==> src/hxfp_pkg.sv <==
`default_nettype none
package hxfp_pkg;

    localparam int BYTE_W     = 8;
    localparam int VEL_W      = 16;
    localparam int DIS_W      = 32;
    localparam int OUT_W      = 30;
    localparam int VCNT_W     = 3;
    localparam int DCNT_W     = 4;

    localparam logic [BYTE_W-1:0] LF_BYTE   = 8'h0A;
    localparam logic [BYTE_W-1:0] IDLE_BYTE = 8'hFF;
    localparam logic [BYTE_W-1:0] CHAR_V    = 8'h56;
    localparam logic [BYTE_W-1:0] CHAR_D    = 8'h44;

    localparam logic [VCNT_W-1:0] VEL_DIGITS = 3'd4;
    localparam logic [DCNT_W-1:0] DIS_DIGITS = 4'd8;

    localparam logic KIND_VELOCITY = 1'b0;
    localparam logic KIND_DISTANCE = 1'b1;

    // '0'-'9' and 'A'-'F' map to 0..15, anything else passes through raw
    function automatic logic [BYTE_W-1:0] digit_value(input logic [BYTE_W-1:0] b);
        logic [BYTE_W-1:0] d;
        if (b >= 8'd48 && b <= 8'd57)
        begin
            d = b - 8'd48;
        end
        else if (b >= 8'd65 && b <= 8'd70)
        begin
            d = b - 8'd55;
        end
        else
        begin
            d = b;
        end
        return d;
    endfunction

    // signed divide by 4, truncated toward zero: bias negatives by 3, then shift
    function automatic logic [OUT_W-1:0] quarter_vel(input logic [VEL_W-1:0] v);
        logic signed [VEL_W:0] ext;
        logic signed [VEL_W:0] q;
        ext = $signed({v[VEL_W-1], v});
        if (v[VEL_W-1])
        begin
            ext = ext + 17'sd3;
        end
        q = ext >>> 2;
        return {{(OUT_W-VEL_W-1){q[VEL_W]}}, q};
    endfunction

    function automatic logic [OUT_W-1:0] quarter_dis(input logic [DIS_W-1:0] v);
        logic signed [DIS_W:0] ext;
        logic signed [DIS_W:0] q;
        ext = $signed({v[DIS_W-1], v});
        if (v[DIS_W-1])
        begin
            ext = ext + 33'sd3;
        end
        q = ext >>> 2;
        return q[OUT_W-1:0];
    endfunction

endpackage
`default_nettype wire

==> src/hex_ascii_encoder_frame_parser_top.sv <==
// The completing digit passes through the input register, then the result register.
// Throughput: one byte per cycle; the input register feeds the state update
// and the result register in a single pass, stalling only on output backpressure.
// Reset: asynchronous, active low; clears the marker, both fields, counts and
// accumulators, and empties both pipeline registers.
`default_nettype none
module hex_ascii_encoder_frame_parser_top
(
    input  wire logic        clk,
    input  wire logic        rst_n,
    input  wire logic        in_valid,
    output logic             in_ready,
    input  wire logic [7:0]  rx_byte,
    output logic             out_valid,
    input  wire logic        out_ready,
    output logic             value_kind,
    output logic [29:0]      measured_value
);

    logic                                s1_valid_reg;
    logic [hxfp_pkg::BYTE_W-1:0]         s1_byte_reg;

    logic                                lf_seen_reg,  lf_seen_next;
    logic                                vel_open_reg, vel_open_next;
    logic                                dis_open_reg, dis_open_next;
    logic [hxfp_pkg::VCNT_W-1:0]         vel_cnt_reg,  vel_cnt_next;
    logic [hxfp_pkg::DCNT_W-1:0]         dis_cnt_reg,  dis_cnt_next;
    logic [hxfp_pkg::VEL_W-1:0]          vel_acc_reg,  vel_acc_next;
    logic [hxfp_pkg::DIS_W-1:0]          dis_acc_reg,  dis_acc_next;

    logic                                out_valid_reg;
    logic                                kind_reg,  kind_next;
    logic [hxfp_pkg::OUT_W-1:0]          value_reg, value_next;
    logic                                emit;

    logic                                advance;
    logic [hxfp_pkg::BYTE_W-1:0]         dv;
    logic [hxfp_pkg::VCNT_W-1:0]         vel_cnt_inc;
    logic [hxfp_pkg::DCNT_W-1:0]         dis_cnt_inc;

    assign advance  = !out_valid_reg || out_ready;
    assign in_ready = !s1_valid_reg || advance;

    assign out_valid      = out_valid_reg;
    assign value_kind     = kind_reg;
    assign measured_value = value_reg;

    assign dv          = hxfp_pkg::digit_value(s1_byte_reg);
    assign vel_cnt_inc = vel_cnt_reg + 1'b1;
    assign dis_cnt_inc = dis_cnt_reg + 1'b1;

    always_comb
    begin
        lf_seen_next  = lf_seen_reg;
        vel_open_next = vel_open_reg;
        dis_open_next = dis_open_reg;
        vel_cnt_next  = vel_cnt_reg;
        dis_cnt_next  = dis_cnt_reg;
        vel_acc_next  = vel_acc_reg;
        dis_acc_next  = dis_acc_reg;
        emit          = 1'b0;
        kind_next     = kind_reg;
        value_next    = value_reg;

        priority if (s1_byte_reg == hxfp_pkg::IDLE_BYTE)
        begin
            // idle filler, nothing to do
        end
        else if (s1_byte_reg == hxfp_pkg::LF_BYTE)
        begin
            lf_seen_next = 1'b1;
        end
        else if (lf_seen_reg && s1_byte_reg == hxfp_pkg::CHAR_V)
        begin
            vel_open_next = 1'b1;
            vel_cnt_next  = '0;
            vel_acc_next  = '0;
            lf_seen_next  = 1'b0;
        end
        else if (lf_seen_reg && s1_byte_reg == hxfp_pkg::CHAR_D)
        begin
            dis_open_next = 1'b1;
            dis_cnt_next  = '0;
            dis_acc_next  = '0;
            lf_seen_next  = 1'b0;
        end
        else if (vel_open_reg)
        begin
            // raw non-hex bytes spill their high nibble into the previous digit
            vel_acc_next = {vel_acc_reg[hxfp_pkg::VEL_W-5:0], 4'h0}
                         | {{(hxfp_pkg::VEL_W-hxfp_pkg::BYTE_W){1'b0}}, dv};
            vel_cnt_next = vel_cnt_inc;
            if (vel_cnt_inc >= hxfp_pkg::VEL_DIGITS)
            begin
                vel_open_next = 1'b0;
                vel_cnt_next  = '0;
                emit          = 1'b1;
                kind_next     = hxfp_pkg::KIND_VELOCITY;
                value_next    = hxfp_pkg::quarter_vel(vel_acc_next);
            end
        end
        else if (dis_open_reg)
        begin
            dis_acc_next = {dis_acc_reg[hxfp_pkg::DIS_W-5:0], 4'h0}
                         | {{(hxfp_pkg::DIS_W-hxfp_pkg::BYTE_W){1'b0}}, dv};
            dis_cnt_next = dis_cnt_inc;
            if (dis_cnt_inc >= hxfp_pkg::DIS_DIGITS)
            begin
                dis_open_next = 1'b0;
                dis_cnt_next  = '0;
                emit          = 1'b1;
                kind_next     = hxfp_pkg::KIND_DISTANCE;
                value_next    = hxfp_pkg::quarter_dis(dis_acc_next);
            end
        end
        else
        begin
            // stray byte with no field open
        end
    end

    always_ff @(posedge clk or negedge rst_n)
    begin
        if (!rst_n)
        begin
            s1_valid_reg  <= 1'b0;
            out_valid_reg <= 1'b0;
            lf_seen_reg   <= 1'b0;
            vel_open_reg  <= 1'b0;
            dis_open_reg  <= 1'b0;
            vel_cnt_reg   <= '0;
            dis_cnt_reg   <= '0;
            vel_acc_reg   <= '0;
            dis_acc_reg   <= '0;
        end
        else
        begin
            if (in_ready)
            begin
                s1_valid_reg <= in_valid;
            end
            if (advance)
            begin
                out_valid_reg <= s1_valid_reg && emit;
            end
            if (advance && s1_valid_reg)
            begin
                lf_seen_reg  <= lf_seen_next;
                vel_open_reg <= vel_open_next;
                dis_open_reg <= dis_open_next;
                vel_cnt_reg  <= vel_cnt_next;
                dis_cnt_reg  <= dis_cnt_next;
                vel_acc_reg  <= vel_acc_next;
                dis_acc_reg  <= dis_acc_next;
            end
        end
    end

    always_ff @(posedge clk)
    begin
        if (in_ready && in_valid)
        begin
            s1_byte_reg <= rx_byte;
        end
        if (advance && s1_valid_reg && emit)
        begin
            kind_reg  <= kind_next;
            value_reg <= value_next;
        end
    end

endmodule
`default_nettype wire

==> config.mk <==
export PLATFORM = sky130hd
export DESIGN_NAME = hex_ascii_encoder_frame_parser_top
export DESIGN_NICKNAME = d
export VERILOG_FILES = /design/src/hxfp_pkg.sv /design/src/hex_ascii_encoder_frame_parser_top.sv
export SDC_FILE = /design/constraint.sdc
export NUM_CORES = 1
export LEC_CHECK = 0
export ABC_AREA = 1
export ABC_CLOCK_PERIOD_IN_PS = 4660
export BUFFER_PORTS_ARGS = -buffer_cell sky130_fd_sc_hd__buf_2
export CORE_ASPECT_RATIO = 0.9
export CORE_MARGIN = 3
export CORE_UTILIZATION = 60
export CTS_CLUSTER_SIZE = 14
export DETAILED_ROUTE_END_ITERATION = 8
export PLACE_DENSITY = 0.8
export SLEW_MARGIN = 40
export SYNTH_ARGS = -nofsm -noshare
export SYNTH_HDL_FRONTEND = slang
export SYNTH_SLANG_ARGS = --single-unit
export TNS_END_PERCENT = 30
==> constraint.sdc <==
create_clock -name clk -period 4.66 [get_ports clk]
set_input_delay 0.466 -clock clk [delete_from_list [all_inputs] [get_ports clk]]
set_output_delay 0.466 -clock clk [all_outputs]
set_load 0.01 [all_outputs]
Word-level counts from Yosys, hierarchy flattened
Index checks and enable logic that the tools add are counted.
{"block": "totals", "regBits": 91, "inputBits": 12, "word_cells": 105}
{"block": "classes", "n_lt_le_gt_ge": 6, "n_reduce_logical": 23, "bitwise_logic": 6, "muxes": 45, "addsub": 6, "n_eq_ne": 7}
{"operator": "two-way mux 30 bit", "count": 4}
{"operator": "two-way mux 28 bit", "count": 3}
{"operator": "two-way mux 12 bit", "count": 3}
{"operator": "adder 32 x 3 -> 32 bit, second input constant", "count": 1}
{"operator": "two-way mux 32 bit", "count": 1}
{"operator": "OR 32 x 8 -> 32 bit", "count": 1}
{"operator": "two-way mux 1 bit", "count": 23}
{"operator": "adder 16 x 3 -> 17 bit, second input constant", "count": 1}
{"operator": "two-way mux 17 bit", "count": 1}
{"operator": "equality test 8 x 7 -> 1 bit, second input constant", "count": 2}
{"operator": "two-way mux 4 bit", "count": 4}
{"operator": "two-way mux 8 bit", "count": 2}
{"operator": "OR 16 x 8 -> 16 bit", "count": 1}
{"operator": "subtractor 8 x 6 -> 8 bit, second input constant", "count": 2}
{"operator": "two-way mux 3 bit", "count": 4}
{"operator": "AND reduction 5 bit", "count": 2}
{"operator": "equality test 8 x 4 -> 1 bit, second input constant", "count": 1}
{"operator": "equality test 8 bit, second input constant", "count": 1}
{"operator": ">= comparator 8 x 6 -> 1 bit, second input constant", "count": 1}
{"operator": ">= comparator 8 x 7 -> 1 bit, second input constant", "count": 1}
{"operator": "less-or-equal comparator 8 x 6 -> 1 bit, second input constant", "count": 1}
{"operator": "less-or-equal comparator 8 x 7 -> 1 bit, second input constant", "count": 1}
{"operator": "logical AND 1 bit", "count": 8}
{"operator": "AND reduction 8 bit", "count": 1}
{"operator": "other kinds (14)", "count": 23}

Depth between registers and ports, before layout
Gate-level depths: netlist (run 1).
{"block": "logic_depth", "ltp_word": 11, "ltp_mapped": 20, "depth_no_buf": 19}

Worst setup path after synthesis (run 1)
Ideal clock, no wire load.
{"block": "synth_timing", "path_kind": "register to register", "from": "register s1_byte_reg[4] in the netlist's numbering", "to": "register value_reg (netlist bit measured_value[0]), enable pin", "path_buffers": 1, "path_stages_with_launch": 11, "synth_period_minus_slack_ns": 3.286, "path_slack_ns": 1.374, "arrival_time_ns": 2.867, "setup_ns": 0.419, "cell_sequence": "edfxtp_1 > clkbuf_1 > inv_1 > ha_1 > nand3_1 > inv_2 > nand4_1 > nand3_1 > nor3_1 > inv_1 > nor2_1"}
{"block": "synth_between", "elab_chain_cells": 8, "word_cells_on_any_way": 16}
{"element": "from (decl)", "line_no": "hex_ascii_encoder_frame_parser_top.sv:21", "rtl": "logic [hxfp_pkg::BYTE_W-1:0] s1_byte_reg;"}
{"element": "from (signal assigned)", "line_no": "hex_ascii_encoder_frame_parser_top.sv:163", "rtl": "s1_byte_reg <= rx_byte;"}
{"element": "equality test 8 x 7 -> 1 bit", "line_no": "hex_ascii_encoder_frame_parser_top.sv:80", "rtl": "else if (lf_seen_reg && s1_byte_reg == hxfp_pkg::CHAR_D)"}
{"element": "logical AND 1 bit", "line_no": "hex_ascii_encoder_frame_parser_top.sv:80"}
{"element": "two-way mux 1 bit", "line_no": "hex_ascii_encoder_frame_parser_top.sv:80"}
{"element": "two-way mux 1 bit", "line_no": "hex_ascii_encoder_frame_parser_top.sv:73", "rtl": "else if (lf_seen_reg && s1_byte_reg == hxfp_pkg::CHAR_V)"}
{"element": "two-way mux 1 bit", "line_no": "hex_ascii_encoder_frame_parser_top.sv:69", "rtl": "else if (s1_byte_reg == hxfp_pkg::LF_BYTE)"}
{"element": "two-way mux 1 bit", "line_no": "hex_ascii_encoder_frame_parser_top.sv:65", "rtl": "priority if (s1_byte_reg == hxfp_pkg::IDLE_BYTE)"}
{"element": "logical AND 1 bit", "line_no": "hex_ascii_encoder_frame_parser_top.sv:165", "rtl": "if (advance && s1_valid_reg && emit)"}
{"element": "AND reduction 8 bit (no line) *"}
{"element": "to (signal assigned)", "line_no": "hex_ascii_encoder_frame_parser_top.sv:168", "rtl": "value_reg <= value_next;"}
{"element": "to (decl)", "line_no": "hex_ascii_encoder_frame_parser_top.sv:33", "rtl": "logic [hxfp_pkg::OUT_W-1:0] value_reg, value_next;"}
Mark *: on every way between the ends. The rest lies on a longest branch, timed or not.
A chain may end at the register's enable or synchronous reset.

Worst setup path after layout (run 1)
{"block": "layout_timing", "from": "register s1_byte_reg[4] in the netlist's numbering", "to": "register value_reg (netlist bit measured_value[23]) (data pin)"}
{"block": "layout_between", "elab_chain_cells": 10, "word_cells_on_any_way": 20}
{"element": ">= comparator 8 x 7 -> 1 bit / less-or-equal comparator 8 x 7 -> 1 bit (equally long branches)", "line_no": "hxfp_pkg.sv:29", "rtl": "else if (b >= 8'd65 && b <= 8'd70)"}
{"element": "logical AND 1 bit", "line_no": "hxfp_pkg.sv:29"}
{"element": "two-way mux 8 bit", "line_no": "hxfp_pkg.sv:29"}
{"element": "two-way mux 8 bit *", "line_no": "hxfp_pkg.sv:25", "rtl": "if (b >= 8'd48 && b <= 8'd57)"}
{"element": "OR 32 x 8 -> 32 bit", "line_no": "hex_ascii_encoder_frame_parser_top.sv:105", "rtl": "| {{(hxfp_pkg::DIS_W-hxfp_pkg::BYTE_W){1'b0}}, dv};"}
{"element": "adder 32 x 3 -> 32 bit", "line_no": "hxfp_pkg.sv:59", "rtl": "ext = ext + 33'sd3;"}
{"element": "two-way mux 32 bit", "line_no": "hxfp_pkg.sv:57", "rtl": "if (v[DIS_W-1])"}
{"element": "two-way mux 30 bit", "line_no": "hex_ascii_encoder_frame_parser_top.sv:107", "rtl": "if (dis_cnt_inc >= hxfp_pkg::DIS_DIGITS)"}
{"element": "two-way mux 30 bit", "line_no": "hex_ascii_encoder_frame_parser_top.sv:102", "rtl": "else if (dis_open_reg)"}
{"element": "two-way mux 30 bit *", "line_no": "hex_ascii_encoder_frame_parser_top.sv:87", "rtl": "else if (vel_open_reg)"}
Mark *: on every way between the ends. The rest lies on a longest branch, timed or not. The select of a mux whose other input is x is not followed.

==> results of run 1 <==
[synth_stat cells, drive strengths merged (7+ instances only)]
cell | instances | share of area (%)
clkbuf | 7 | 0.50
nor4 | 7 | 0.95
a21oi | 14 | 1.4
inv | 105 | 7.6
nor2 | 60 | 5.5
nand4 | 11 | 1.4
buf | 7 | 0.84
dfrtp | 52 | 25
nor3 | 19 | 2.0
o21ai | 41 | 4.2
o22ai | 38 | 4.5
ha | 9 | 2.1
nand2 | 145 | 11
edfxtp | 39 | 22
nand3 | 74 | 8.1
[power by group]
part,total (mW),internal (mW),switching (mW),leakage (nW)
Sequential,1.20,1.09,0.112,0.892
Combinational,1.11,0.365,0.740,1.94
Clock,0.554,0.254,0.300,0.0975
Total,2.86,1.71,1.15,2.93
[worst reg2reg max path, delay by kind of cell (launching register included)]
| family | cells | cell delay (ns) |
|---|---|---|
| AND/OR/NAND/NOR | 12 | 1.21 |
| AO/OA/AOI/OAI | 2 | 0.58 |
| flip-flops | 1 | 0.52 |
| adder cells (fa/ha/maj) | 1 | 0.25 |
| buffers and inverters | 2 | 0.22 |
[how the worst max path moves through the flow]
stage / startpoint / endpoint / depth (start not counted)
2_1_floorplan: s1_byte_reg[4] / measured_value[0] / 10
3_3_place_gp: s1_byte_reg[4] / measured_value[23] / 15
3_5_place_dp: s1_byte_reg[4] / measured_value[23] / 17
4_1_cts: s1_byte_reg[4] / measured_value[23] / 17
5_1_grt: s1_byte_reg[4] / measured_value[19] / 17
6_report: s1_byte_reg[4] / measured_value[23] / 17
[cells in the final DEF (no fill, tap or decap), types with 10 or more instances in the layout]
cell type,Yosys,layout
nor2_1,47,45
nand3_1,66,66
inv_2,9,10
o22ai_1,38,38
nor3_1,17,17
nand4_1,10,10
o21ai_0,22,22
o21ai_1,17,17
dfrtp_1,52,52
buf_2,5,44
nand2_1,132,132
inv_1,95,94
a21oi_1,13,13
edfxtp_1,39,39
[metal layers]
layer / routed length (um) / share of wire, % / vias up
met4: 208 / 1.6 / 0
met1: 5680 / 45 / 2123
li1: - / - / 2229
met2: 5830 / 46 / 193
met5: 0 / 0 / -
met3: 1020 / 8.0 / 23
[through the flow]
stage               setup WS (ns)  cells  hold slack [ns]  power [mW]
floorplan                    1.37    644            0.170        1.98
global placement             1.69    792            0.501        2.28
detailed placement           1.63    792            0.489        2.32
CTS                          1.63    808            0.236        2.86
global route                 1.34    808            0.257        3.06
finish                       1.64    808            0.208        2.86
[area by class of cell]
cell class	count	area [um2]	share of cell area (%)
Clock buffer	10	128	2.21
Clock inverter	6	72.6	1.26
Inverter	107	405	7.03
Multi-Input combinational cell	432	2300	39.9
Sequential cell	91	2470	42.9
Tap cell	115	144	2.50
Timing Repair Buffer	47	243	4.21
[cell families (layout without fill, tap and decap cells)]
| family | count (synthesis) | after routing |
|---|---|---|
| adder cells (fa/ha/maj) | 9 | 9 |
| flip-flops | 91 | 91 |
| buffers and inverters | 121 | 170 |
| AO/OA/AOI/OAI | 96 | 96 |
| AND/OR/NAND/NOR | 319 | 319 |
| XOR/XNOR | 8 | 8 |
==> results.ini, run 1 <==
[setup_path]
cp_slowest_stage_delay_ns = 0.52
crit_slowest_cell = edfxtp_1
critical_path_class = reg2reg
arrival_ns = 3.12
crit_path_end_kind = flip-flop
start_kind = flip-flop
r2r_setup_slack_ns = 1.64
rr_startpoint = s1_byte_reg[4]
ff2ff_path_depth = 17
crit_path_cell_trace = inv_1 > ha_1 > nand2_1 > nor2_1 > nand2_1 > nand2_4 > nand2_4 > nand2_2 > nand2_2 > clkinv_2 > nand2_2 > nor2_4 > nand2_1 > nor2_2 > nand2_1 > o21ai_4 > o21ai_1
r2r_end = measured_value[23]
path_max_fanout = 17
path_buf_inv = 2
cp.required_ns = 4.76
crit_top_cell = nand2_1
cpLargestDelayFamily = simple AND/OR/NAND/NOR gates

[synth]
synth_xor_area_share_pct = 1.34
yosys.area_share.simple_pct = 29.7
synth_cells = 644
syn-num-nets = 665
netlist_area_mm2 = 0.00524
synth_fa_ha_area_share_pct = 2.15
ys_seq_area_share_pct = 47.1
synth_area_per_cell_um2 = 8.14
synth_top_family_by_area = simple AND/OR/NAND/NOR gates
ys_async_sr_fraction_pct = 57.1
ys_types = 40
ys.flop_type = dfrtp_1
synth_warnings = 0
ys_ff_latch = 91
synthMuxAreaShare_pct = 0
synth-compound-area-share_pct = 10.6
synth_edf_count = 39

[floorplanning]
pin_count = 45
core-area_mm2 = 0.00826
die_area_mm2 = 0.00990
rows = 31
die_w_um = 105
initial_core_util_pct = 63.5
die_h_um = 94.7

[route]
drt_iter0_drc = 388
drt-total-wl_um = 12700
avgViaCountPerCell = 5.65
dr_total_vias = 4568
drt-pass1-iter-count = 5
antenna_left = 0
wl_per_cell_um = 15.8
drcViolationCount = 0

[timing]
rsz0062_at_grt = false
tightestPinTransition_ns = 0.830
fin_crit_sh_pct = 64.9
finalHoldViolations = 0
maxSlewViolCount = 0
fmax_mhz = 331
post-route-min-period_ns = 3.02
final-setup-viol-count = 0
tns_ns = 0
skew_ns = 0.0118
slew_headroom_pct = 44.7

[outcome]
outcome = finished, final reports clean

[placed_design]
io_buffers = 44
gp_congestion = 0.928
hpwl_um = 9390
placed_cell_area_mm2 = 0.00557

[layout]
nNetsFinal = 709
fillers = 667
final_area_mm2 = 0.00577
fin_util_pct = 69.8
area_delta_synth_final_pct = 9.95
drive_gt1_share_pct = 17.2
antenna_cells = 0
largest_reg_flops = 30

[clock_tree]
clkSlewWorstSetupHoldPaths_ns = 0.10
post-cts-setup-buffers = 0
cts_buffers = 9
cts_root_buf = clkbuf_8
hold_buffers = 0
cts_sinks = 91
clock_latency_ns = 0.37
htreeDepth = 3
clockBufferDepth = 2
cts_resized = 0
cts_tree = built

[global_route]
grt_pass1_vias = 4266
grt.busiest_layer = met2
grtUsageTotal_pct = 26.6
met1_usage_pct = 37.6
grt_use_met2_pct = 42.6
grt_max_degree = 53
grt_pass1_wl_um = 20900
overflow = 0
antenna_found_initial = 0
grt_use_met3_pct = 4.31

[power_and_ir_drop]
vdd_drop_max_uv = 343
leakagePower_nw = 2.93
p_per_area_mw_per_mm2 = 497

[run]
maxCapViolations = 0

[min_path]
hp-class = in2async

(Power assumes the default switching activity.)
==> run 2: changes to the inputs <==
- ABC_CLOCK_PERIOD_IN_PS: 4660 -> 2620
- CORE_UTILIZATION: 60 -> 54
- PLACE_DENSITY: 0.8 -> 0.76
- clock period: 4.66 -> 2.62 ns (I/O delays scaled with it)
==> run 2 against run 1 <==
Effect of this change: the flow now finishes with violations (negative setup slack); count of clock-buffer cells in the layout is the same; core utilization grew 1.6 points; hold slack worse by 0.20 ns; via count increased by 10%; non-clock buffer count rose by 66; sequential share of layout area shrank 5.6 points; first-iteration DRC count grew 29%; clock power is 56% higher; sequential power up 76%; largest cell class is now multi-input combinational cells.
==> results.ini, run 2 (synthesized netlist as in run 1, its figures left out) <==
[outcome]
outcome = finished with violations
violations = negative setup slack

[clock_tree]
htreeDepth = 3  ; unchanged
cts_tree = built
clock_latency_ns = 0.35  ; -0.02 ns
cts_buffers = 9  ; unchanged
cts_root_buf = clkbuf_8
clockBufferDepth = 2  ; unchanged
cts_sinks = 91  ; unchanged
hold_buffers = 0  ; unchanged
clkSlewWorstSetupHoldPaths_ns = 0.10  ; about the same

[floorplanning]
core-area_mm2 = 0.00929  ; +12%
initial_core_util_pct = 56.4  ; -7.0 points
die_area_mm2 = 0.0109  ; +10%
die_h_um = 99.5  ; +5.1%
rows = 33  ; +6.5%
pin_count = 45  ; unchanged
die_w_um = 110  ; +5.1%

[route]
antenna_left = 0  ; unchanged
drt-pass1-iter-count = 5  ; unchanged
dr_total_vias = 5047  ; +10%
drcViolationCount = 0  ; unchanged
avgViaCountPerCell = 5.73  ; +1.3%
drt_iter0_drc = 501  ; +29%
wl_per_cell_um = 16.7  ; +6.0%
drt-total-wl_um = 14700  ; +16%

[timing]
fmax_mhz = 373  ; +13%
rsz0062_at_grt = true
fin_crit_sh_pct = 102  ; +38 points
skew_ns = 0.0127  ; +0.000941 ns
final-setup-viol-count = 12  ; +12
holdWs_ns = 0.00971  ; -0.198 ns
finalHoldViolations = 0  ; unchanged
slew_headroom_pct = 55.0  ; +10 points
maxSlewViolCount = 0  ; unchanged
tightestPinTransition_ns = 0.676  ; -0.154 ns
post-route-min-period_ns = 2.68  ; -0.339 ns
fin_ws_ns = -0.0630  ; -1.70 ns
tns_ns = -0.234  ; -0.234 ns

[power_and_ir_drop]
total_power_mw = 5.45  ; +90%
p_per_area_mw_per_mm2 = 821  ; +65%
vdd_drop_max_uv = 528  ; +54%
leakagePower_nw = 3.28  ; +12%

[layout]
layout_commonest_cell = nand2_1
area_delta_synth_final_pct = 26.4
drive_gt1_share_pct = 30.7  ; +14 points
fillers = 689  ; +3.3%
nNetsFinal = 775  ; +9.3%
largest_reg_flops = 30  ; unchanged
final_cell_mix = 120 x nand2_1, 90 x inv_1, 62 x buf_4
antenna_cells = 0  ; unchanged

[global_route]
grt_pass1_wl_um = 23200  ; +11%
grtUsageTotal_pct = 27.1  ; +0.45 points
grt_max_degree = 53  ; unchanged
grt_pass1_vias = 4876  ; +14%
antenna_found_initial = 0  ; unchanged
overflow = 0  ; unchanged

[setup_path]
ff2ff_path_depth = 17  ; unchanged
critical_path_class = reg2reg
arrival_ns = 2.79  ; -0.33 ns
crit_path_end_kind = flip-flop
path_max_fanout = 10  ; -7
r2r_setup_slack_ns = -0.06  ; -1.70 ns
cp.required_ns = 2.73  ; -2.03 ns
start_kind = flip-flop

[placed_design]
gp_congestion = 0.995  ; +7.2%
io_buffers = 44  ; unchanged
preCtsSetupSlack_ns = -0.173  ; -1.80 ns
hpwl_um = 10300  ; +10%

[run]
maxCapViolations = 0  ; unchanged

[min_path]
hp-class = in2async

==> run 2: changes by cell type in the layout (fill, tap and decap cells not counted), sizes merged <==
cell / change
buf: +66
bufinv: -1
clkinvlp: +2
inv: -1
==> run 2: layer usage <==
metal	wire length (um)	track usage [%]
met1	5980	36.6
met2	7160	43.6
met3	1110	4.54
met4	476	10.3
met5	0	0
==> run 2: what timing repair did <==
item / CTS / global route
endpoints found under the setup margin: 22 / 58
gates resized for setup: 8 / 73
pin swaps: 9 / 31
hold endpoints to repair: 0 / 0
setup buffers: 7 / 14
==> run 2: worst paths after layout <==
kind / endpoint / start
min: dis_cnt_reg[1] / rst_n
min in group clk: s1_byte_reg[4] / rx_byte[4]
min reg2reg: dis_cnt_reg[3] / dis_cnt_reg[3]
max: measured_value[12] / s1_byte_reg[3]
max reg2reg: measured_value[12] / s1_byte_reg[3]
max in group asynchronous: dis_acc_reg[7] / rst_n
==> run 2: stage by stage <==
step,utilization [%],instances,instance area (um2)
global placement,64.2,844,5960
floorplan,-,644,5250
CTS,66.8,867,6210
finish,71.4,881,6630
global route,71.4,881,6630
detailed placement,64.2,844,5960
==> run 2: layout make-up <==
cell class	count	area, um2	area share, %
tap	122	153	2.30
sequential	91	2470	37.3
timing repair buffer	113	800	12.1
inverter	107	405	6.12
multi-input combinational	432	2630	39.7
clock inverter	6	41.3	0.623
clock buffer	10	128	1.93
==> run 2: worst max-delay path: stages (launching register included) <==
cell and delay (ns):
edfxtp_1 0.55, buf_6 0.19, nor2_1 0.15, nand2_1 0.12, nand2_4 0.13, nand2_8 0.09
nand2_4 0.07, nand2_4 0.07, clkinv_2 0.06, nand2_2 0.05, nor2_4 0.18, nand2_1 0.09
nor2_2 0.12, nand2_2 0.12, nor2_4 0.16, nand3_1 0.10, nand3_2 0.10, nand2_1 0.06
==> run 2: where the power goes <==
part | switching (mW) | internal (mW)
combinational | 1.57 | 0.899
sequential | 0.171 | 1.94
clock | 0.517 | 0.346
total | 2.26 | 3.19
==> run 3: changes to the inputs <==
- ABC_AREA: 1 -> not set
- SLEW_MARGIN: 40 -> not set
==> run 3 against run 2 <==
Effect of this change: the run still ends with negative setup slack left; combinational power is 78% lower; register-to-register slack worse by 0.23 ns; clock power is 21% higher; flip-flop and latch count stayed put; hold slack better by 0.063 ns; fmax is 7.9% lower; design area is 5.5% higher; count of clock-buffer cells in the layout stayed put; global-route usage is 0.39 points lower; largest cell class unchanged; highest routed layer unchanged.
==> results.ini, run 3 <==
[timing]
final-setup-viol-count = 28  ; +16
slew_headroom_pct = 63.8  ; +8.9 points
skew_ns = 0.00928  ; -0.00345 ns
post-route-min-period_ns = 2.91  ; +0.229 ns
fin_ws_ns = -0.292  ; -0.229 ns
fin_crit_sh_pct = 111  ; +8.7 points
finalHoldViolations = 0  ; unchanged
fmax_mhz = 343  ; -7.9%
rsz0062_at_grt = true
holdWs_ns = 0.0725  ; +0.0628 ns
tns_ns = -5.87  ; -5.64 ns
maxSlewViolCount = 0  ; unchanged
tightestPinTransition_ns = 0.543  ; -0.133 ns

[setup_path]
crit_path_cell_trace = inv_2 > ha_4 > or3b_4 > and2_4 > o211ai_1 > buf_4 > o31ai_4 > buf_6 > or4_1 > and3_1 > a31oi_1
cp.required_ns = 2.82  ; +0.09 ns
path_buf_inv = 3  ; +1
cpLargestDelayFamily = simple AND/OR/NAND/NOR gates
critical_path_class = reg2reg
path_max_fanout = 5  ; -5
crit_slowest_cell = or4_1
start_kind = flip-flop
crit_path_end_kind = flip-flop
arrival_ns = 3.12  ; +0.33 ns
cp_slowest_stage_delay_ns = 0.49  ; -0.06 ns
r2r_setup_slack_ns = -0.29  ; -0.23 ns

[power_and_ir_drop]
leakagePower_nw = 2.83  ; -14%
p_clk_share_pct = 33.1  ; +17 points
switching_share_pct = 26.1  ; -15 points
vdd_drop_max_uv = 338  ; -36%
p_per_area_mw_per_mm2 = 451  ; -45%
p_int_mw = 2.33  ; -27%
seqPwrFrac_pct = 49.7  ; +11 points
combPwrFrac_pct = 17.2  ; -28 points
p_sw_mw = 0.824  ; -64%

[synth]
synth_largest_area_cell = dfrtp_1
synthTopCellsByCount = 89 x nand2_1, 52 x dfrtp_1, 39 x edfxtp_1
ys_seq_area_share_pct = 47.6  ; +0.43 points
synth_warnings = 0  ; unchanged
ys_ff_latch = 91  ; unchanged
synth_area_leaders = dfrtp_1 25%, edfxtp_1 23%, nand2_1 6.4%, xnor2_1 3.7%, nand3_1 3.5%
yosysTopAreaCellShare_pct = 25.0  ; +0.23 points
ys.flop_type = dfrtp_1
synth_edf_count = 39  ; unchanged
netlist_area_mm2 = 0.00520  ; -0.91%
synth_area_per_cell_um2 = 9.80  ; +20%
ys_async_sr_fraction_pct = 57.1  ; unchanged
synth.most_common_cell = nand2_1
syn-num-nets = 551  ; -17%
synth_cells = 530  ; -18%
ys_types = 65  ; +63%

[global_route]
grtUsageTotal_pct = 26.7  ; -0.39 points
grt_max_degree = 44  ; -17%
grt_pass1_wl_um = 22900  ; -1.5%
overflow = 0  ; unchanged
grt_pass1_vias = 4736  ; -2.9%
antenna_found_initial = 0  ; unchanged

[route]
avgViaCountPerCell = 6.20  ; +8.2%
top_layer = met4
wl_per_cell_um = 19.1  ; +14%
dr_wl_met3_um = 1000  ; -9.2%
routed-wl-met2_um = 7490  ; +4.6%
met1_length_um = 5930  ; -0.89%
drt_iter0_drc = 411  ; -18%
drcViolationCount = 0  ; unchanged
drt-pass1-iter-count = 5  ; unchanged
dr_total_vias = 4829  ; -4.3%
antenna_left = 0  ; unchanged
drt-total-wl_um = 14900  ; +1.0%

[clock_tree]
clockBufferDepth = 2  ; unchanged
clkSlewWorstSetupHoldPaths_ns = 0.09  ; about the same
clock_latency_ns = 0.36  ; about the same
cts_sinks = 91  ; unchanged
cts_tree = built
cts_root_buf = clkbuf_8
htreeDepth = 3  ; unchanged
cts_buffers = 9  ; unchanged

[floorplanning]
die_w_um = 109  ; -0.43%
die_area_mm2 = 0.0108  ; -0.86%
pin_count = 45  ; unchanged
initial_core_util_pct = 56.2  ; -0.26 points
die_h_um = 99.1  ; -0.43%
core-area_mm2 = 0.00925  ; -0.44%
rows = 33  ; unchanged

[layout]
largest_reg_flops = 30  ; unchanged
nNetsFinal = 673  ; -13%
area_delta_synth_final_pct = 34.6
antenna_cells = 0  ; unchanged
drive_gt1_share_pct = 35.8  ; +5.1 points
layout_commonest_cell = nand2_1
final_cell_mix = 86 x nand2_1, 77 x buf_4, 52 x dfrtp_1
fin_util_pct = 75.6  ; +4.3 points

[placed_design]
io_buffers = 44  ; unchanged
gp_congestion = 0.904  ; -9.2%
hpwl_um = 9220  ; -11%

[outcome]
violations = negative setup slack
outcome = finished with violations

[min_path]
hp-class = in2reg

[run]
maxCapViolations = 0  ; unchanged

==> run 3: cell types whose count changed after synthesis, sizes merged, moves of 8 or more <==
cell    before  now
nor4         7   23
o211ai       1    9
nand2      145   90
nor2        60   23
clkbuf       7   21
o22ai       38    1
nor3        19    8
inv        105   10
and3         0   10
xnor2        4   22
nor2b        0   11
nand3       74   37
o31ai        2   16
and2         0    9
==> run 3: kinds of logic (layout without fill, tap and decap cells) <==
logic type,Yosys count,count (layout),share of synthesized area [%]
AOI/OAI and AO/OA,108,109,15.2
xor gates and xnor gates,26,26,4.38
adders and majority gates,9,9,2.17
buffers and inverters,43,169,3.76
DFF,91,91,47.6
muxes,4,4,0.771
and+or+nand+nor,249,249,26.2
==> run 3: metrics by stage <==
stage	instances	area [um2]	power, mW	worst slack (ns)
5_1_grt	779	7000	3.27	-0.385
2_1_floorplan	530	5320	1.81	-0.226
6_report	779	7000	3.15	-0.292
3_3_place_gp	736	6130	1.98	-0.261
3_5_place_dp	736	6130	1.99	-0.306
4_1_cts	775	6740	3.12	-0.183
==> run 3: path summary, 6_finish.rpt <==
kind / from / to / cells after the start
worst min-delay path: rx_byte[7] / s1_byte_reg[7] / 1
worst max-delay path: s1_byte_reg[0] / measured_value[12] / 11
max in group asynchronous: rst_n / dis_acc_reg[11] / 3
min in group asynchronous: rst_n / dis_cnt_reg[0] / 2
worst min register to register: dis_cnt_reg[2] / dis_cnt_reg[2] / 1
worst max register to register: s1_byte_reg[0] / measured_value[12] / 11
==> run 3: power groups by stage <==
stage	registers, mW	clock network, mW	logic [mW]
after floorplan	1.58	0	0.233
after CTS	1.56	1.06	0.498
after global placement	1.59	0	0.387
after detailed placement	1.59	0	0.399
final	1.57	1.04	0.543
after global routing	1.57	1.12	0.580
==> run 3: repair_timing <==
item,CTS,global route
pin swaps,16,9
hold buffers,1,0
endpoints found under the setup margin,28,86
setup buffers,19,3
gates resized for setup,30,40
cloned,4,1
endpoints found under the hold margin,18,0
==> run 3: area by class of cell <==
type / instances / area, um2
multi-input combinational: 397 / 2950
sequential: 91 / 2470
fill: 599 / 2250
timing repair buffer: 143 / 1170
tap: 122 / 153
clock buffer: 10 / 128
clock inverter: 6 / 88.8
inverter: 10 / 37.5
==> run 3: metal layers <==
metal | vias up | track usage, %
met1 | 2348 | 33.8
met5 | - | 0
li1 | 2191 | -
met3 | 51 | 4.26
met4 | 0 | 11.1
met2 | 239 | 45.2
